`src/okfc_pkg.sv`:
```
// ----------------------------------------------------------------------------
// okfc_pkg: ordered key floor/ceiling shared definitions
// Item types, kind and status codes, sentinels and the slot that moves
// along the cell chain.
// ----------------------------------------------------------------------------
package okfc_pkg;

  localparam int unsigned CAPACITY = 64;
  localparam int unsigned KEY_W    = 32;

  localparam logic [1:0] KIND_INSERT = 2'd0;
  localparam logic [1:0] KIND_CEIL   = 2'd1;
  localparam logic [1:0] KIND_FLOOR  = 2'd2;
  localparam logic [1:0] KIND_NONE   = 2'd3;

  localparam logic [1:0] STATUS_OK   = 2'd0;
  localparam logic [1:0] STATUS_MISS = 2'd1;
  localparam logic [1:0] STATUS_FULL = 2'd2;

  localparam logic signed [KEY_W-1:0] INT_MIN = 32'sh8000_0000;
  localparam logic signed [KEY_W-1:0] INT_MAX = 32'sh7FFF_FFFF;

  typedef struct packed {
    logic [1:0]              kind;
    logic signed [KEY_W-1:0] key;
  } in_t;

  typedef struct packed {
    logic signed [KEY_W-1:0] value;
    logic [1:0]              status;
  } out_t;

  typedef struct packed {
    logic [1:0]              kind;
    logic signed [KEY_W-1:0] key;
    logic                    full;
    logic                    found;
    logic signed [KEY_W-1:0] best;
  } slot_t;

endpackage

```
`src/okfc_cell.sv`:
```
// ----------------------------------------------------------------------------
// okfc_cell: one storage cell of the key chain
// Holds one stored key and one item slot. Inserts write the key when their
// target index matches; queries fold the stored key into the running best.
// ----------------------------------------------------------------------------
module okfc_cell #(
  parameter int unsigned Index = 0,
  parameter int unsigned CntW  = 7
) (
  input  logic                clk_i,
  input  logic                rst_ni,
  input  logic                en_i,
  input  logic                valid_i,
  input  okfc_pkg::slot_t     slot_i,
  input  logic [CntW-1:0]     cnt_i,
  output logic                valid_o,
  output okfc_pkg::slot_t     slot_o,
  output logic [CntW-1:0]     cnt_o
);

  logic                               valid_q;
  okfc_pkg::slot_t                    slot_q;
  logic [CntW-1:0]                    cnt_q;
  logic signed [okfc_pkg::KEY_W-1:0]  key_q;
  logic                               occupied;
  logic                               hit;
  logic                               wr_en;

  always_ff @(posedge clk_i or negedge rst_ni) begin
    if (!rst_ni) begin
      valid_q <= 1'b0;
    end else if (en_i) begin
      valid_q <= valid_i;
    end
  end

  always_ff @(posedge clk_i) begin
    if (en_i) begin
      slot_q <= slot_i;
      cnt_q  <= cnt_i;
    end
  end

  assign wr_en = en_i && valid_q && (slot_q.kind == okfc_pkg::KIND_INSERT) &&
                 !slot_q.full && (cnt_q == CntW'(Index));

  always_ff @(posedge clk_i) begin
    if (wr_en) begin
      key_q <= slot_q.key;
    end
  end

  assign occupied = CntW'(Index) < cnt_q;

  always_comb begin
    hit = 1'b0;
    case (slot_q.kind)
      okfc_pkg::KIND_CEIL:
        hit = occupied && (key_q >= slot_q.key) && (!slot_q.found || key_q < slot_q.best);
      okfc_pkg::KIND_FLOOR:
        hit = occupied && (key_q <= slot_q.key) && (!slot_q.found || key_q > slot_q.best);
      default:
        hit = 1'b0;
    endcase
  end

  always_comb begin
    slot_o = slot_q;
    if (hit) begin
      slot_o.found = 1'b1;
      slot_o.best  = key_q;
    end
  end

  assign valid_o = valid_q;
  assign cnt_o   = cnt_q;

endmodule

```
`config.mk`:
```
export PLATFORM = sky130hd
export DESIGN_NAME = okfc_cell
export DESIGN_NICKNAME = d
export VERILOG_FILES = /design/src/okfc_pkg.sv /design/src/okfc_cell.sv
export SDC_FILE = /design/constraint.sdc
export NUM_CORES = 1
export LEC_CHECK = 0
export BUFFER_PORTS_ARGS = -buffer_cell sky130_fd_sc_hd__buf_2
export CORE_ASPECT_RATIO = 0.75
export CORE_MARGIN = 3
export CORE_UTILIZATION = 50
export CTS_BUF_LIST = sky130_fd_sc_hd__clkbuf_8
export DETAILED_ROUTE_END_ITERATION = 12
export PLACE_DENSITY_LB_ADDON = 0.08
export SETUP_SLACK_MARGIN = 0.2
export SKIP_CTS_REPAIR_TIMING = 1
export SYNTH_ARGS = -nofsm -noshare
export SYNTH_HDL_FRONTEND = slang
export SYNTH_SLANG_ARGS = --single-unit
```
`constraint.sdc`:
```
create_clock -name clk_i -period 5.35 [get_ports clk_i]
set_input_delay 0 -clock clk_i [delete_from_list [all_inputs] [get_ports clk_i]]
set_output_delay 0 -clock clk_i [all_outputs]
set_load 0.01 [all_outputs]
```
Yosys cells after proc, flatten, opt, wreduce, memory -nomap -nowiden
Cells that the tools add are included.
{ "classes": {"order_cmp": 5, "n_eq_ne": 2, "mux": 2, "reduce_logical": 14} }
{ "op_table": {"columns": ["operator", "count"], "rows": [
  ["two-way mux 33 bit", 1],
  ["greater-or-equal comparator 32 bit", 1],
  ["greater-than comparator 32 bit", 1],
  ["less-or-equal comparator 32 bit", 1],
  ["< comparator 32 bit", 1],
  ["logical AND 1 bit", 8],
  ["zero test 7 bit", 1],
  ["< comparator 1 x 7 -> 1 bit, first input constant", 1],
  ["equality test 2 x 1 -> 1 bit, second input constant", 1],
  ["equality test 2 bit, second input constant", 1],
  ["zero test 1 bit", 2],
  ["zero test 2 bit", 1],
  ["logical OR 1 bit", 2],
  ["one-hot mux 1 bit (2 select lines)", 1]
]} }
{ "word_totals": {"ff_bits": 108, "in_bits": 79, "out_inout_bits": 76} }

Logic depth before layout (Yosys ltp)
{ "depth": {"ltp_word": 5, "mapped_depth": 12, "mapped_depth_nobuf": 11} }

Worst setup path before layout
Ideal clock, no wire load.
{ "synth_path": {"path_kind": "flip-flop to output port", "startpoint": "reg key_q[30] in the netlist's numbering", "endpoint": "out slot_o[10] in the netlist's numbering", "arrival_time_ns": 2.748, "required_time_ns": 5.350, "path_slack_ns": 2.602, "path_stages_with_launch": 12, "n_path_buf": 1, "cell_sequence": "edfxtp_1 ha_1 a21oi_1 nand2_1 a221oi_1 o211ai_1 or2_2 o2111a_1 mux2_2 o21ai_4 buf_6 mux2_4"} }
{ "synth_rtl": {"columns": ["element", "line", "text"], "rows": [
  ["start, declared", "okfc_cell.sv:24", "logic signed [okfc_pkg::KEY_W-1:0] key_q;"],
  ["start signal, assigned", "okfc_cell.sv:49", "key_q <= slot_q.key;"],
  ["end, declared", "okfc_cell.sv:17", "output okfc_pkg::slot_t slot_o,"]
]} }

==> results.sh <==
export IMPL_critPathMaxFanout=16
export IMPL_drive_gt1_share_pct=32.9
export IMPL_end_kind="primary output"
export IMPL_fin_tns_setup_ns=0
export IMPL_grt_pass1_wl_um=18900
export IMPL_critPathBufInv=2
export IMPL_die_w_um=130
export IMPL_syn_to_final_growth_pct=28.3
export IMPL_worst_pin_slew_ns=0.984
export IMPL_p_leak_uw=0.00348
export IMPL_cts_tree="built"
export IMPL_finalWorstSetupSlack_ns=0.913
export IMPL_finClkSkew_ns=0.0131
export IMPL_wl_per_cell_um=16.4
export IMPL_reg2reg_from="cnt_o[2]"
export IMPL_total_power_uw=1820
export IMPL_layout_commonest_cell="buf_2"
export IMPL_dieArea_um2=13000
export IMPL_design_core_area_um2=11100
export IMPL_synth_main_ff_cell="edfxtp_1"
export IMPL_antenna_found_initial=0
export IMPL_pre_cts_ws_ns=1.31
export IMPL_fp_row_count=33
export IMPL_routed_via_density=5.03
export IMPL_gr_total_overflow=0
export IMPL_cts_made_buffers=9
export IMPL_dieHeight_um=99.4
export IMPL_synth_xor_area_share_pct=0
export IMPL_reg2regPathDepth=3
export IMPL_rsz0062_at_grt="false"
export IMPL_irDropWorstVdd_uv=159
export IMPL_synth_compound_area_share_pct=6.14
export IMPL_antenna_left=0
export IMPL_pwr_share_comb_pct=17.9
export IMPL_diodes=0
export IMPL_num_vias=3940
export IMPL_insertion_delay_ns=0.37
export IMPL_avgSynthCellArea_um2=13.5
export IMPL_synth_mux_area_share_pct=8.70
export IMPL_cp_slowest_stage_delay_ns=0.64
export IMPL_rrSetupSlack_ns=3.18
export IMPL_worst_hold_startpoint="en_i"
export IMPL_syn_nets=577
export IMPL_clockRootBuffer="clkbuf_8"
export IMPL_dr_pass1_iters=4
export IMPL_p_switching_uw=478
export IMPL_crit_family="compound AO/OA/AOI/OAI gates"
export IMPL_clockBufferDepth=2
export IMPL_min_period_ns=4.44
export IMPL_track_usage_pct=18.7
export IMPL_grt_start_max_net_pins=77
export IMPL_path_class="reg -> out"
export IMPL_hold_slack_ns=0.269
export IMPL_initial_core_util_pct=52.1
export IMPL_ys_seq_area_share_pct=55.7
export IMPL_final_cell_mix="buf_2 (153), edfxtp_1 (107), dlygate4sd3_1 (78)"
export IMPL_ys_seq_elements=108
export IMPL_clk_pin_slew_ns=0.11
export IMPL_setup_viol_count_final=0
export IMPL_routed_wl_um=12900
export IMPL_clkSinkCount=108
export IMPL_cp_cell_sequence="ha_1 > nand4_1 > nor4_1 > o41ai_1 > o311ai_1 > mux2i_1 > mux2_2 > o21ai_4 > buf_4 > mux2_4 > buf_2"
export IMPL_io_pins=155
export IMPL_p_int_uw=1340
export IMPL_synth_enable_flop_cells=107
export IMPL_yosys_warnings=0
export IMPL_maxSlewHeadroom_pct=34.2
export IMPL_gp_congestion=0.809
export IMPL_finalInstanceArea_um2=7450
export IMPL_min_path_type="in -> reg"
export IMPL_synth_top_family_by_area="adder cells"
export IMPL_h_tree_depth=3
export IMPL_sequentialPowerShare_pct=56.1
export IMPL_start_kind="register"
export IMPL_cp_arrival_ns=4.44
export IMPL_grt_pass1_vias=3860
export IMPL_place_area_um2=6490
export IMPL_cp_slowest_cell="nor4_1"
export IMPL_cp_required_ns=5.35
export IMPL_synthArstFlopShare_pct=0.926
export IMPL_min_path_cells=3
export IMPL_synth_simple_area_share_pct=5.38
export IMPL_ys_types=37
export IMPL_dp_hpwl_um=8940
export IMPL_p_clk_share_pct=26.0
export IMPL_power_density_nw_per_um2=244
export IMPL_fin_nets=785
export IMPL_slew_viol_final=0
export IMPL_drc_errors=0
export IMPL_fmax_mhz=225
export IMPL_hold_viol=0
export IMPL_status="finished clean"
export IMPL_maxCapViolCount=0
export IMPL_drt_iter0_markers=173
export IMPL_numPortBuffers=154
export IMPL_r2r_end="key_q[26]"
export IMPL_fin_crit_sh_pct=82.9
export IMPL_p_sw_share_pct=26.3
export IMPL_hold_end="key_q[29]"
export IMPL_synthCells=431
export IMPL_netlist_area_um2=5810
export IMPL_synthAdderAreaFrac_pct=14.4
-- state kept, by name, summed over array words and instances (netlist names) --
name and count:
key_q 32, cnt_o 7, slot_q 33, valid_o 1, slot_o 35
-- cells in the mapped netlist, types with 3 or more instances --
cell        n  share of area (%)
o211ai_1    4               0.52
buf_6       3               0.58
mux2_2      4               0.78
ha_1       67                 14
nor4_1      3               0.32
o21ai_0     3               0.26
edfxtp_1  107                 55
a211oi_1    3               0.39
a21o_1      6               0.78
buf_4      35                4.5
nand3_1     8               0.69
a21oi_1    22                1.9
nor2_1      6               0.39
nand4_1    16                1.7
nand2_1    15               0.97
inv_1      70                4.5
mux2_4     30                7.8
nor3_1      4               0.34
-- stage by stage --
stage / util [%] / cells
2_1_floorplan: - / 431
3_3_place_gp: 58.2 / 690
3_5_place_dp: 58.2 / 690
4_1_cts: 59.9 / 706
5_1_grt: 66.9 / 784
6_report: 66.9 / 784
-- worst register-to-register path, stage by stage (launching register included) --
cell and delay [ns]:
edfxtp_1 0.41, nor4_1 0.32, nand2_1 0.22, nor2_4 0.81
-- per-layer routing --
layer  up-vias  routed length, µm  track usage [%]
met5         -                  0                0
met1      1857               6020             26.1
li1       1954                  -                -
met2       123               6050             28.7
met4         0                 68             5.14
met3         6                743             5.64
-- kinds of logic after synthesis --
group,after synthesis
flip-flops,108
AO/OA/AOI/OAI,53
adder cells (fa/ha/maj),67
AND/OR/NAND/NOR,60
buffers and inverters,108
multiplexers,35
-- worst max-delay path by stage --
stage	start	endpoint	slack (ns)	cells after the start
floorplan	key_q[30]	slot_o[10]	2.60	11
global placement	key_q[31]	slot_o[9]	1.32	11
detailed placement	key_q[31]	slot_o[10]	1.31	11
CTS	key_q[31]	slot_o[10]	0.86	11
global route	key_q[31]	slot_o[7]	0.71	11
finish	key_q[31]	slot_o[10]	0.91	11
-- cell type report --
class                           count  area [µm²]
Fill cell                         833        3690
Sequential cell                   108        3240
Multi-Input combinational cell    215        2020
Timing Repair Buffer              235        1580
Inverter                           70         263
Tap cell                          140         175
Clock buffer                        9         124
Clock inverter                      7        57.6
-- power groups by stage --
| stage | logic, µW | clock network (µW) | registers [µW] |
|---|---|---|---|
| 4_1_cts | 281 | 492 | 1020 |
| 5_1_grt | 360 | 521 | 1030 |
| 6_report | 325 | 473 | 1020 |
| 2_1_floorplan | 187 | 0 | 1030 |
| 3_5_place_dp | 279 | 0 | 1040 |
| 3_3_place_gp | 274 | 0 | 1040 |
No activity file was read; power rests on OpenSTA's default activity.
